[src/hw/rtl/barrier_option_euler_path_unit_macros.svh]
// Assertion macros for the barrier option Euler path unit.
// Clocked on clk and disabled while rst_n is low; both names must exist where used.
`ifndef BARRIER_OPTION_EULER_PATH_UNIT_MACROS_SVH
`define BARRIER_OPTION_EULER_PATH_UNIT_MACROS_SVH
`ifndef SYNTH
`define BOEP_ASSERT_IMP(lbl, ante, cons) \
  lbl: assert property (@(posedge clk) disable iff (!rst_n) (ante) |-> (cons)) \
    else $error("boep assertion failed");
`define BOEP_ASSERT_NXT(lbl, ante, cons) \
  lbl: assert property (@(posedge clk) disable iff (!rst_n) (ante) |=> (cons)) \
    else $error("boep assertion failed");
`else
`define BOEP_ASSERT_IMP(lbl, ante, cons)
`define BOEP_ASSERT_NXT(lbl, ante, cons)
`endif
`endif

[src/hw/rtl/boep_pkg.sv]
// Shared constants for the barrier option Euler path unit.
// No dependencies; used by boep_mul and barrier_option_euler_path_unit.
package boep_pkg;

  localparam int DEF_MAX_STEPS  = 4096;
  localparam int DEF_PRICE_BITS = 32;

  // Register port
  localparam int CFG_W     = 32;
  localparam int CFG_IDX_W = 3;
  localparam logic [CFG_IDX_W-1:0] REG_SPOT    = 3'd0;
  localparam logic [CFG_IDX_W-1:0] REG_STRIKE  = 3'd1;
  localparam logic [CFG_IDX_W-1:0] REG_BARRIER = 3'd2;
  localparam logic [CFG_IDX_W-1:0] REG_DRIFT   = 3'd3;
  localparam logic [CFG_IDX_W-1:0] REG_VOL     = 3'd4;
  localparam logic [CFG_IDX_W-1:0] REG_STEPS   = 3'd5;
  localparam logic [CFG_IDX_W-1:0] REG_KIND    = 3'd6;
  localparam logic [CFG_IDX_W-1:0] REG_ANTI    = 3'd7;

  localparam logic KIND_UO_CALL = 1'b0;
  localparam logic KIND_DI_PUT  = 1'b1;

  // Field widths
  localparam int SAMPLE_W = 16;
  localparam int VOL_W    = 31;
  localparam int STEPS_W  = 13;
  localparam int OUT_W    = 32;
  localparam logic [STEPS_W-1:0] STEPS_RESET = 13'd252;

  // Arithmetic
  localparam int SAMPLE_FRAC = 12;
  localparam int FRAC_W      = 30;
  localparam int VZ_W        = VOL_W + SAMPLE_W;
  localparam int S_W         = 48;
  localparam int DIG_W       = 16;
  localparam int NDIG        = 3;
  localparam int DIG_CNT_W   = 2;
  localparam int MAG_W       = DIG_W * NDIG;

endpackage

[src/hw/rtl/boep_mul.sv]
// Shared multiplier of the Euler path unit: unsigned operand times one 16-bit digit.
// Result is registered. Depends on boep_pkg.
module boep_mul #(
  parameter int A_W = 32
) (
  input  logic                            clk,
  input  logic                            mul_en,
  input  logic [A_W-1:0]                  mul_a,
  input  logic [boep_pkg::DIG_W-1:0]      mul_b,
  output logic [A_W+boep_pkg::DIG_W-1:0]  prod_r
);

  always_ff @(posedge clk) begin
    if (mul_en) begin
      prod_r <= mul_a * mul_b;
    end
  end

endmodule

[src/hw/rtl/barrier_option_euler_path_unit.sv]
// Top level of the barrier option Euler path unit: register file, sequencer and datapath.
// Depends on boep_pkg, boep_mul and barrier_option_euler_path_unit_macros.svh.
//
// Usage: one standard normal draw is transferred on the in_ channel per time step.
// Each draw moves a primary and a mirror price by one Euler step, using a single
// shared multiplier: one product for volatility times draw, then three 16-bit
// digit products per path for price times rate, under a small sequencer.
// A draw occupies the unit after its transfer, and in_ready returns for a new draw
// only once both paths have been through the multiplier loop and updated.
// After the last draw of a path the states ST_PAY and ST_EMIT form the payoffs and
// place the result in the out_ register.
// The out_ register holds the result until the receiver takes it. Draws keep
// being accepted meanwhile; only a path end that finds the register still full
// waits until the earlier result has been transferred.
// Configuration writes through cfg_ take effect at once and should only be made
// while the unit is idle. spot_r is used from the next path start.
// Reset (synchronous, rst_n low) restores the configuration and sequencer registers
// to their defaults, empties the output register and starts a fresh path.
`include "barrier_option_euler_path_unit_macros.svh"
module barrier_option_euler_path_unit #(
  parameter int MAX_STEPS  = boep_pkg::DEF_MAX_STEPS,
  parameter int PRICE_BITS = boep_pkg::DEF_PRICE_BITS
) (
  input  logic                                clk,
  input  logic                                rst_n,
  input  logic                                in_valid,
  output logic                                in_ready,
  input  logic signed [boep_pkg::SAMPLE_W-1:0] in_normal_sample,
  output logic                                out_valid,
  input  logic                                out_ready,
  output logic [boep_pkg::OUT_W-1:0]          out_payoff,
  output logic [boep_pkg::OUT_W-1:0]          out_vanilla_payoff,
  output logic                                out_barrier_event,
  output logic [boep_pkg::OUT_W-1:0]          out_final_price,
  input  logic                                cfg_we,
  input  logic [boep_pkg::CFG_IDX_W-1:0]      cfg_index,
  input  logic [boep_pkg::CFG_W-1:0]          cfg_wdata
);

  localparam int PW      = PRICE_BITS;
  localparam int W       = (PW > boep_pkg::OUT_W) ? PW : boep_pkg::OUT_W;
  localparam int MUL_A_W = (PW > boep_pkg::VOL_W) ? PW : boep_pkg::VOL_W;
  localparam int PROD_W  = MUL_A_W + boep_pkg::DIG_W;
  localparam int ACC_W   = PW + boep_pkg::MAG_W;
  localparam int DELTA_W = ACC_W - boep_pkg::FRAC_W;
  localparam int SUM_W   = DELTA_W + 1;
  localparam int SIDX_W  = (MAX_STEPS > 1) ? $clog2(MAX_STEPS) : 1;
  localparam int CW      = ($clog2(MAX_STEPS + 1) > boep_pkg::STEPS_W) ?
                           $clog2(MAX_STEPS + 1) : boep_pkg::STEPS_W;
  localparam int S_W     = boep_pkg::S_W;
  localparam int DIG_W   = boep_pkg::DIG_W;
  localparam int MAG_W   = boep_pkg::MAG_W;
  localparam int OUT_W   = boep_pkg::OUT_W;

  typedef enum logic [9:0] {
    ST_IDLE = 10'b0000000001,
    ST_VZ   = 10'b0000000010,
    ST_VZW  = 10'b0000000100,
    ST_SUM  = 10'b0000001000,
    ST_MAG  = 10'b0000010000,
    ST_MUL  = 10'b0000100000,
    ST_UPD  = 10'b0001000000,
    ST_TCH  = 10'b0010000000,
    ST_PAY  = 10'b0100000000,
    ST_EMIT = 10'b1000000000
  } state_t;

  // Configuration registers
  logic [31:0]                         spot_r;
  logic [31:0]                         strike_r;
  logic [31:0]                         barrier_r;
  logic [31:0]                         drift_r;
  logic [boep_pkg::VOL_W-1:0]          vol_r;
  logic [boep_pkg::STEPS_W-1:0]        steps_r;
  logic                                kind_r;
  logic                                anti_r;

  // Sequencer and path state
  state_t                              state_r, state_nxt;
  logic [SIDX_W-1:0]                   step_idx_r;
  logic                                cur_mirror_r;
  logic [boep_pkg::DIG_CNT_W-1:0]      dig_r;
  logic [PW-1:0]                       price_r;
  logic [PW-1:0]                       mirror_r;
  logic                                path_t_r;
  logic                                mirror_t_r;

  // Datapath registers
  logic [boep_pkg::SAMPLE_W-1:0]       z_r;
  logic [boep_pkg::VZ_W-1:0]           vz_r;
  logic [S_W-1:0]                      s_r;
  logic [MAG_W-1:0]                    mag_r;
  logic                                neg_r;
  logic [ACC_W-1:0]                    acc_r;
  logic [W-1:0]                        pay1_r;
  logic [W-1:0]                        pay2_r;
  logic [W-1:0]                        van_r;

  // Output register
  logic                                out_valid_r;
  logic [OUT_W-1:0]                    out_payoff_r;
  logic [OUT_W-1:0]                    out_van_r;
  logic                                out_event_r;
  logic [OUT_W-1:0]                    out_final_r;

  // Combinational
  logic                                in_fire;
  logic                                out_free;
  logic                                mul_en;
  logic [MUL_A_W-1:0]                  mul_a;
  logic [DIG_W-1:0]                    mul_b;
  logic [PROD_W-1:0]                   prod_r;
  logic [boep_pkg::SAMPLE_W-1:0]       zmag;
  logic [PW-1:0]                       cur_price;
  logic [PW-1:0]                       spot_p;
  logic                                spot_touch;
  logic                                cur_touch;
  logic [S_W-1:0]                      drift_ext;
  logic [S_W-1:0]                      vz_ext;
  logic [S_W-1:0]                      s_nxt;
  logic [S_W-1:0]                      abs_rnd;
  logic [MAG_W-1:0]                    mag_nxt;
  logic [ACC_W-1:0]                    acc_nxt;
  logic [DELTA_W-1:0]                  delta;
  logic [SUM_W-1:0]                    up_sum;
  logic [PW-1:0]                       new_price;
  logic [CW-1:0]                       cnt_eff;
  logic                                last_step;
  logic [W-1:0]                        fin_w;
  logic [W-1:0]                        mfin_w;
  logic [W-1:0]                        strike_w;
  logic [W-1:0]                        pay1_nxt;
  logic [W-1:0]                        pay2_nxt;
  logic [W-1:0]                        van_nxt;
  logic [W:0]                          pair_sum;
  logic [W-1:0]                        pay_sel;

  function automatic logic touches(input logic [W-1:0] p, input logic [W-1:0] bar,
                                   input logic kind);
    if (kind == boep_pkg::KIND_DI_PUT) begin
      return p <= bar;
    end
    return p >= bar;
  endfunction

  function automatic logic [W-1:0] payoff_of(input logic [W-1:0] fin,
                                             input logic [W-1:0] strk,
                                             input logic touched, input logic kind);
    logic [W-1:0] res;
    res = '0;
    if (kind == boep_pkg::KIND_UO_CALL) begin
      if (!touched && fin > strk) begin
        res = fin - strk;
      end
    end else begin
      if (touched && strk > fin) begin
        res = strk - fin;
      end
    end
    return res;
  endfunction

  function automatic logic [OUT_W-1:0] sat_out(input logic [W-1:0] v);
    logic [OUT_W-1:0] res;
    res = v[OUT_W-1:0];
    if ((v >> OUT_W) != '0) begin
      res = '1;
    end
    return res;
  endfunction

  // ---------------------------------------------------------------------------
  // Configuration registers
  // ---------------------------------------------------------------------------
  always_ff @(posedge clk) begin
    if (!rst_n) begin
      spot_r    <= '0;
      strike_r  <= '0;
      barrier_r <= '1;
      drift_r   <= '0;
      vol_r     <= '0;
      steps_r   <= boep_pkg::STEPS_RESET;
      kind_r    <= boep_pkg::KIND_UO_CALL;
      anti_r    <= 1'b0;
    end else if (cfg_we) begin
      unique case (cfg_index)
        boep_pkg::REG_SPOT:    spot_r    <= cfg_wdata;
        boep_pkg::REG_STRIKE:  strike_r  <= cfg_wdata;
        boep_pkg::REG_BARRIER: barrier_r <= cfg_wdata;
        boep_pkg::REG_DRIFT:   drift_r   <= cfg_wdata;
        boep_pkg::REG_VOL:     vol_r     <= cfg_wdata[boep_pkg::VOL_W-1:0];
        boep_pkg::REG_STEPS:   steps_r   <= cfg_wdata[boep_pkg::STEPS_W-1:0];
        boep_pkg::REG_KIND:    kind_r    <= cfg_wdata[0];
        boep_pkg::REG_ANTI:    anti_r    <= cfg_wdata[0];
        default: ;
      endcase
    end
  end

  // ---------------------------------------------------------------------------
  // Shared multiplier
  // ---------------------------------------------------------------------------
  assign zmag = z_r[boep_pkg::SAMPLE_W-1] ? (~z_r + 16'd1) : z_r;
  assign cur_price = cur_mirror_r ? mirror_r : price_r;

  always_comb begin
    mul_en = 1'b0;
    mul_a  = MUL_A_W'(cur_price);
    mul_b  = mag_r[MAG_W-1 -: DIG_W];
    if (state_r == ST_VZ) begin
      mul_en = 1'b1;
      mul_a  = MUL_A_W'(vol_r);
      mul_b  = zmag;
    end else if (state_r == ST_MUL && dig_r != boep_pkg::DIG_CNT_W'(boep_pkg::NDIG)) begin
      mul_en = 1'b1;
    end
  end

  boep_mul #(
    .A_W (MUL_A_W)
  ) u_mul (
    .clk    (clk),
    .mul_en (mul_en),
    .mul_a  (mul_a),
    .mul_b  (mul_b),
    .prod_r (prod_r)
  );

  // ---------------------------------------------------------------------------
  // Datapath logic
  // ---------------------------------------------------------------------------
  assign in_fire  = in_valid && in_ready;
  assign out_free = !out_valid_r || out_ready;

  assign spot_p     = PW'(spot_r);
  assign spot_touch = touches(W'(spot_p), W'(barrier_r), kind_r);
  assign cur_touch  = touches(W'(cur_price), W'(barrier_r), kind_r);

  // The mirror path uses the negated draw, so its sign of vol times draw flips.
  assign drift_ext = {{(S_W - 32 - boep_pkg::SAMPLE_FRAC){drift_r[31]}}, drift_r,
                      {boep_pkg::SAMPLE_FRAC{1'b0}}};
  assign vz_ext    = S_W'(vz_r);
  assign s_nxt     = (z_r[boep_pkg::SAMPLE_W-1] ^ cur_mirror_r) ? (drift_ext - vz_ext) :
                                                                   (drift_ext + vz_ext);

  // Magnitude rounded half up to Q.30: for negative s, ~s + 1 + half.
  assign abs_rnd = s_r[S_W-1] ?
                   (~s_r + S_W'((1 << (boep_pkg::SAMPLE_FRAC - 1)) + 1)) :
                   (s_r + S_W'(1 << (boep_pkg::SAMPLE_FRAC - 1)));
  assign mag_nxt = MAG_W'(abs_rnd >> boep_pkg::SAMPLE_FRAC);

  // Digits arrive most significant first; the rounding half joins the last add.
  always_comb begin
    acc_nxt = (acc_r << DIG_W) + ACC_W'(prod_r[PW+DIG_W-1:0]);
    if (dig_r == boep_pkg::DIG_CNT_W'(boep_pkg::NDIG)) begin
      acc_nxt = acc_nxt + (ACC_W'(1) << (boep_pkg::FRAC_W - 1));
    end
  end

  assign delta  = acc_r[ACC_W-1:boep_pkg::FRAC_W];
  assign up_sum = SUM_W'(delta) + SUM_W'(cur_price);

  always_comb begin
    if (neg_r) begin
      if (delta >= DELTA_W'(cur_price)) begin
        new_price = '0;
      end else begin
        new_price = cur_price - delta[PW-1:0];
      end
    end else begin
      if (up_sum[SUM_W-1:PW] != '0) begin
        new_price = '1;
      end else begin
        new_price = up_sum[PW-1:0];
      end
    end
  end

  always_comb begin
    priority if (steps_r == '0) begin
      cnt_eff = CW'(1);
    end else if (CW'(steps_r) > CW'(MAX_STEPS)) begin
      cnt_eff = CW'(MAX_STEPS);
    end else begin
      cnt_eff = CW'(steps_r);
    end
  end
  assign last_step = (CW'(step_idx_r) + CW'(1)) >= cnt_eff;

  assign fin_w    = W'(price_r);
  assign mfin_w   = W'(mirror_r);
  assign strike_w = W'(strike_r);
  assign pay1_nxt = payoff_of(fin_w, strike_w, path_t_r, kind_r);
  assign pay2_nxt = payoff_of(mfin_w, strike_w, mirror_t_r, kind_r);
  assign van_nxt  = (fin_w > strike_w) ? (fin_w - strike_w) : '0;
  assign pair_sum = {1'b0, pay1_r} + {1'b0, pay2_r};
  assign pay_sel  = anti_r ? pair_sum[W:1] : pay1_r;

  // ---------------------------------------------------------------------------
  // Sequencer
  // ---------------------------------------------------------------------------
  always_comb begin
    state_nxt = state_r;
    unique case (state_r)
      ST_IDLE: if (in_valid) state_nxt = ST_VZ;
      ST_VZ:   state_nxt = ST_VZW;
      ST_VZW:  state_nxt = ST_SUM;
      ST_SUM:  state_nxt = ST_MAG;
      ST_MAG:  state_nxt = ST_MUL;
      ST_MUL: begin
        if (dig_r == boep_pkg::DIG_CNT_W'(boep_pkg::NDIG)) begin
          state_nxt = ST_UPD;
        end
      end
      ST_UPD:  state_nxt = ST_TCH;
      ST_TCH: begin
        priority if (!cur_mirror_r) begin
          state_nxt = ST_SUM;
        end else if (last_step) begin
          state_nxt = ST_PAY;
        end else begin
          state_nxt = ST_IDLE;
        end
      end
      ST_PAY:  state_nxt = ST_EMIT;
      ST_EMIT: if (out_free) state_nxt = ST_IDLE;
      default: state_nxt = ST_IDLE;
    endcase
  end

  always_ff @(posedge clk) begin
    if (!rst_n) begin
      state_r      <= ST_IDLE;
      step_idx_r   <= '0;
      cur_mirror_r <= 1'b0;
      dig_r        <= '0;
      path_t_r     <= 1'b0;
      mirror_t_r   <= 1'b0;
      price_r      <= '0;
      mirror_r     <= '0;
    end else begin
      state_r <= state_nxt;
      unique case (state_r)
        ST_IDLE: begin
          if (in_fire) begin
            cur_mirror_r <= 1'b0;
            // A new path reloads both prices and checks the start price.
            if (step_idx_r == '0) begin
              price_r    <= spot_p;
              mirror_r   <= spot_p;
              path_t_r   <= spot_touch;
              mirror_t_r <= spot_touch;
            end
          end
        end
        ST_MAG: dig_r <= '0;
        ST_MUL: dig_r <= dig_r + boep_pkg::DIG_CNT_W'(1);
        ST_UPD: begin
          if (cur_mirror_r) begin
            mirror_r <= new_price;
          end else begin
            price_r <= new_price;
          end
        end
        ST_TCH: begin
          if (cur_mirror_r) begin
            mirror_t_r <= mirror_t_r | cur_touch;
            if (!last_step) begin
              step_idx_r <= step_idx_r + SIDX_W'(1);
            end
          end else begin
            path_t_r     <= path_t_r | cur_touch;
            cur_mirror_r <= 1'b1;
          end
        end
        ST_EMIT: begin
          if (out_free) begin
            step_idx_r <= '0;
          end
        end
        default: ;
      endcase
    end
  end

  always_ff @(posedge clk) begin
    if (in_fire) begin
      z_r <= in_normal_sample;
    end
    if (state_r == ST_VZW) begin
      vz_r <= prod_r[boep_pkg::VZ_W-1:0];
    end
    if (state_r == ST_SUM) begin
      s_r <= s_nxt;
    end
    if (state_r == ST_MAG) begin
      mag_r <= mag_nxt;
      neg_r <= s_r[S_W-1];
      acc_r <= '0;
    end
    if (state_r == ST_MUL) begin
      if (dig_r != '0) begin
        acc_r <= acc_nxt;
      end
      mag_r <= mag_r << DIG_W;
    end
    if (state_r == ST_PAY) begin
      pay1_r <= pay1_nxt;
      pay2_r <= pay2_nxt;
      van_r  <= van_nxt;
    end
  end

  // ---------------------------------------------------------------------------
  // Output register
  // ---------------------------------------------------------------------------
  always_ff @(posedge clk) begin
    if (!rst_n) begin
      out_valid_r <= 1'b0;
    end else if (state_r == ST_EMIT && out_free) begin
      out_valid_r <= 1'b1;
    end else if (out_ready) begin
      out_valid_r <= 1'b0;
    end
  end

  always_ff @(posedge clk) begin
    if (state_r == ST_EMIT && out_free) begin
      out_payoff_r <= sat_out(pay_sel);
      out_van_r    <= sat_out(van_r);
      out_event_r  <= path_t_r;
      out_final_r  <= sat_out(fin_w);
    end
  end

  assign in_ready           = (state_r == ST_IDLE);
  assign out_valid          = out_valid_r;
  assign out_payoff         = out_payoff_r;
  assign out_vanilla_payoff = out_van_r;
  assign out_barrier_event  = out_event_r;
  assign out_final_price    = out_final_r;

  // ---------------------------------------------------------------------------
  // Assertions
  // ---------------------------------------------------------------------------
  `BOEP_ASSERT_NXT(a_pending_result_kept, state_r == ST_EMIT && out_valid_r && !out_ready, state_r == ST_EMIT && $stable(out_payoff_r))
  `BOEP_ASSERT_NXT(a_emit_loads_output, state_r == ST_EMIT && out_free, out_valid_r && state_r == ST_IDLE)
  `BOEP_ASSERT_NXT(a_busy_after_transfer, in_fire, !in_ready && state_r == ST_VZ)
  `BOEP_ASSERT_IMP(a_digit_count_bound, state_r == ST_MUL, dig_r <= boep_pkg::DIG_CNT_W'(boep_pkg::NDIG))

endmodule

[config.mk]
export PLATFORM = sky130hd
export DESIGN_NAME = barrier_option_euler_path_unit
export DESIGN_NICKNAME = d
export VERILOG_FILES = /design/src/hw/rtl/boep_pkg.sv /design/src/hw/rtl/boep_mul.sv /design/src/hw/rtl/barrier_option_euler_path_unit.sv
export VERILOG_INCLUDE_DIRS = /design/src /design/src/hw/rtl
export SDC_FILE = /design/constraint.sdc
export NUM_CORES = 2
export LEC_CHECK = 0
export ABC_AREA = 1
export BUFFER_PORTS_ARGS = -buffer_cell sky130_fd_sc_hd__buf_4
export CORE_AREA = 5 5 440 442
export DETAILED_ROUTE_END_ITERATION = 8
export DIE_AREA = 0 0 445 447
export GPL_TIMING_DRIVEN = 0
export PLACE_DENSITY_LB_ADDON = 0.1
export SYNTH_ARGS = -nofsm -noshare
export SYNTH_HDL_FRONTEND = slang
export SYNTH_SLANG_ARGS = --single-unit
[constraint.sdc]
create_clock -name clk -period 21.7 [get_ports clk]
set_clock_uncertainty 0.05 [all_clocks]
set_input_delay 4.34 -clock clk [delete_from_list [all_inputs] [get_ports clk]]
set_output_delay 4.34 -clock clk [all_outputs]
set_load 0.005 [all_outputs]
==> results_tabular.tex <==
\begin{tabular}{lr}
\hline
Metric & Value \\
\hline
\multicolumn{2}{l}{\textbf{Status}} \\
Status & finished with violations \\
Violations in the final reports & max-capacitance violations, max-slew violations \\
\multicolumn{2}{l}{\textbf{Clocking}} \\
Clock root buffer master & sky130\_fd\_sc\_hd\_\_clkbuf\_16 \\
Buffers inserted during post-CTS setup optimization & 0 \\
Clock latency at the later pin of the worst-skew pair & 770 ps \\
Htree depth & 3 \\
Clock Sink Count & 747 \\
Resize count post-CTS & 0 \\
Clock tree from TritonCTS & done \\
Number of buffers added by the clock tree synthesis step & 91 \\
Largest buffer count on any clock path & 3 \\
Clock-pin slew reported for the worst setup and hold paths after clock tree synthesis & 70 ps \\
CTS hold repair buffers & 0 \\
\multicolumn{2}{l}{\textbf{Die}} \\
Die area & 198900 µm² \\
Number of ports placed on the die boundary & 155 \\
Die height & 447 µm \\
Die span in x & 445 µm \\
Standard-cell rows & 160 \\
Initial Utilization & 38.77\% \\
Area of the placeable core & 189200 µm² \\
\multicolumn{2}{l}{\textbf{Synth}} \\
Synth area leaders & sky130\_fd\_sc\_hd\_\_edfxtp\_1 (16\%), sky130\_fd\_sc\_hd\_\_nand2\_1 (12\%), sky130\_fd\_sc\_hd\_\_fa\_1 (12\%), sky130\_fd\_sc\_hd\_\_dfxtp\_1 (9.9\%), sky130\_fd\_sc\_hd\_\_ha\_1 (9.6\%) \\
Commonest cells in the netlist & sky130\_fd\_sc\_hd\_\_nand2\_1 (2284), sky130\_fd\_sc\_hd\_\_inv\_1 (1840), sky130\_fd\_sc\_hd\_\_nor2\_1 (1147) \\
Yosys top cell by area & sky130\_fd\_sc\_hd\_\_edfxtp\_1 \\
Synth top area share & 15.76\% \\
Total of warnings raised by yosys & 0 \\
Post-synthesis net count & 11410 \\
Cell area after synthesis & 73350 µm² \\
Leading register cell type out of synthesis & sky130\_fd\_sc\_hd\_\_edfxtp\_1 \\
Most common cell in the netlist & sky130\_fd\_sc\_hd\_\_nand2\_1 \\
Mapped Avg Cell Area & 7.079 µm² \\
Number of distinct library cells after synthesis & 71 \\
Proportion of synthesized flip-flops having asynchronous set or reset & 0\% \\
Part of the Yosys area used for sequential elements & 25.64\% \\
Gate Count Post-Synth & 10360 \\
Total of flip-flops plus latches after synthesis & 747 \\
EDFF count, synth & 385 \\
\multicolumn{2}{l}{\textbf{Routing}} \\
Final Routed Wirelength & 331800 µm \\
Via total after detailed routing & 71110 \\
Residual antenna-violating net count after detailed routing & 0 \\
Average via count per standard cell & 5.372 \\
Initial detailed-routing violation count & 5785 \\
DR DRC count & 0 \\
Average routed wire per standard cell & 25.07 µm \\
TritonRoute pass-1 iters & 8 \\
\multicolumn{2}{l}{\textbf{STA}} \\
Final setup viols & 0 \\
Max Slew Vio Count & 14 \\
Final worst slack & 10850 ps \\
Fin crit period & 10850 ps \\
Highest Clock Rate & 92.21 MHz \\
RSZ-0062 raised after global routing & no \\
Actual transition at the worst max-transition pin & 1543 ps \\
Max\_slew headroom & -3.963\% \\
Part of the cycle the worst path needs & 49.98\% \\
Total Negative Setup Slacks & 0 ps \\
Final-report hold violation count & 0 \\
Worst Hold Slack & 363.7 ps \\
\multicolumn{2}{l}{\textbf{Min path}} \\
Worst min path class & reg2reg \\
\multicolumn{2}{l}{\textbf{Power and ir drop}} \\
Static power due to leakage & 39.14 nW \\
Power density normalized to cell area & 197.0 nW/µm² \\
Post-layout total power & 16.00 mW \\
Worst-case vdd ir drop & 0.0002309 V \\
\multicolumn{2}{l}{\textbf{Run}} \\
Max\_cap viols & 3 \\
\multicolumn{2}{l}{\textbf{Cells and area}} \\
Fraction of layout instances using a drive strength above 1 & 5.487\% \\
Area growth from synthesis to layout & 10.69\% \\
Core utilization of the finished layout & 42.92\% \\
Filler cell count in the final layout & 19960 \\
Layout net count & 11690 \\
Area used by sequential logic in the layout & 18810 µm² \\
Combined area of the multi-input logic cells & 46220 µm² \\
\multicolumn{2}{l}{\textbf{Worst setup path}} \\
WS Path Type & reg2reg \\
Crit start category & flip-flop \\
CP Data Required Time & 22140 ps \\
Peak fanout along the critical path & 10 \\
Cell type group with the largest total delay on the critical path & adder cells \\
Count of buffering cells on the critical path with inverters included & 8 \\
Crit path max-delay cell type & sky130\_fd\_sc\_hd\_\_nor2\_1 \\
Crit path largest cell delay & 1150 ps \\
Worst Setup End Kind & flip-flop \\
Data arrival time of the worst path & 11280 ps \\
\multicolumn{2}{l}{\textbf{Placement}} \\
Post-detailed-placement half-perimeter wirelength & 282900 µm \\
Number of buffers inserted by port buffering & 152 \\
Global placer's final weighted congestion & 1.082 \\
Worst setup timing slack at the placement stage & 11120 ps \\
\multicolumn{2}{l}{\textbf{GRT}} \\
Overall fraction of global-route tracks in use & 32.58\% \\
Wire length of the first global-routing pass & 475200 µm \\
Via count of the first global-routing pass & 70300 \\
Number of antenna violations at the first check in global routing & 5 \\
Pin count of the biggest net entering global routing & 47 \\
Remaining global-route overflow & 0 \\
\hline
\end{tabular}
power by group:
group / switching, mW / internal, mW / total, mW
registers: 0.256 / 2.05 / 2.31
clock network: 0.715 / 0.878 / 1.59
logic: 8.12 / 3.98 / 12.1
metal layers:
metal  vias up  track usage [%]  wire (µm)
met2      2597            55.99     156300
met1     34190            38.76     130700
met5         -                0         12
met3       656            3.959      19030
li1      33660                -          -
met4         2            20.61      25730
path summary, 6_finish.rpt:
check	from	depth (start not counted)	endpoint	slack, ps
setup / recovery	cur_mirror_r	32	u_mul.prod_r[41]	10850
hold / removal	van_r[30]	0	out_vanilla_payoff[30]	360
setup reg to reg	cur_mirror_r	32	u_mul.prod_r[41]	10850
hold reg to reg	van_r[30]	0	out_vanilla_payoff[30]	360
registers in the layout, summed over array words and instances, names as in the netlist, 16 cells and up:
name / cells
acc_r: 80
mag_r: 48
s_r: 48
u_mul.prod_r: 48
vz_r: 47
barrier_r: 32
drift_r: 32
fin_w: 32
mfin_w: 32
out_final_price: 32
out_payoff: 32
out_vanilla_payoff: 32
pay1_r: 32
pay2_r: 32
spot_p: 32
strike_r: 32
van_r: 32
vol_r: 31
z_r: 16
stage by stage:
stage,cells,cell area [µm²]
3_3_place_gp,13030,77640
2_1_floorplan,10360,73350
5_1_grt,13230,81180
3_5_place_dp,13060,78110
6_report,13240,81200
4_1_cts,13230,81180
cells by family after synthesis:
kind of cell               after synthesis  share of synthesized area [%]
AOI/OAI and AO/OA                     1816                          13.61
xor gates and xnor gates               311                          3.734
buffers and inverters                 2212                          11.46
adders and majority gates              991                          21.27
DFF                                    747                          25.64
muxes                                    4                        0.05458
and+or+nand+nor                       4281                          24.23
final cells by class:
type                            instances  area share (%)
Antenna cell                            8         0.02465
Buffer                                330           1.653
Clock buffer                          106           2.951
Clock inverter                         64          0.8213
Inverter                             1882           8.700
Multi-Input combinational cell       7403           56.92
Sequential cell                       747           23.16
Tap cell                             2511           3.869
Timing Repair Buffer                  184           1.895
cells in the final DEF (no fill, tap or decap), types with 50 or more instances in the layout:
cell                        count
sky130_fd_sc_hd__nand2_1     2283
sky130_fd_sc_hd__inv_1       1838
sky130_fd_sc_hd__nor2_1      1143
sky130_fd_sc_hd__a21oi_1      726
sky130_fd_sc_hd__o21ai_0      647
sky130_fd_sc_hd__ha_1         564
sky130_fd_sc_hd__nand3_1      432
sky130_fd_sc_hd__fa_1         427
sky130_fd_sc_hd__edfxtp_1     385
sky130_fd_sc_hd__dfxtp_1      362
sky130_fd_sc_hd__clkbuf_1     262
sky130_fd_sc_hd__xor2_1       237
sky130_fd_sc_hd__buf_4        164
sky130_fd_sc_hd__nor3_1       106
sky130_fd_sc_hd__nand4_1      101
sky130_fd_sc_hd__clkbuf_16     93
sky130_fd_sc_hd__o22ai_1       87
sky130_fd_sc_hd__xnor2_1       72
sky130_fd_sc_hd__buf_2         59
sky130_fd_sc_hd__o211ai_1      54
sky130_fd_sc_hd__o21ai_1       50
No activity file was read; power rests on OpenSTA's default activity.
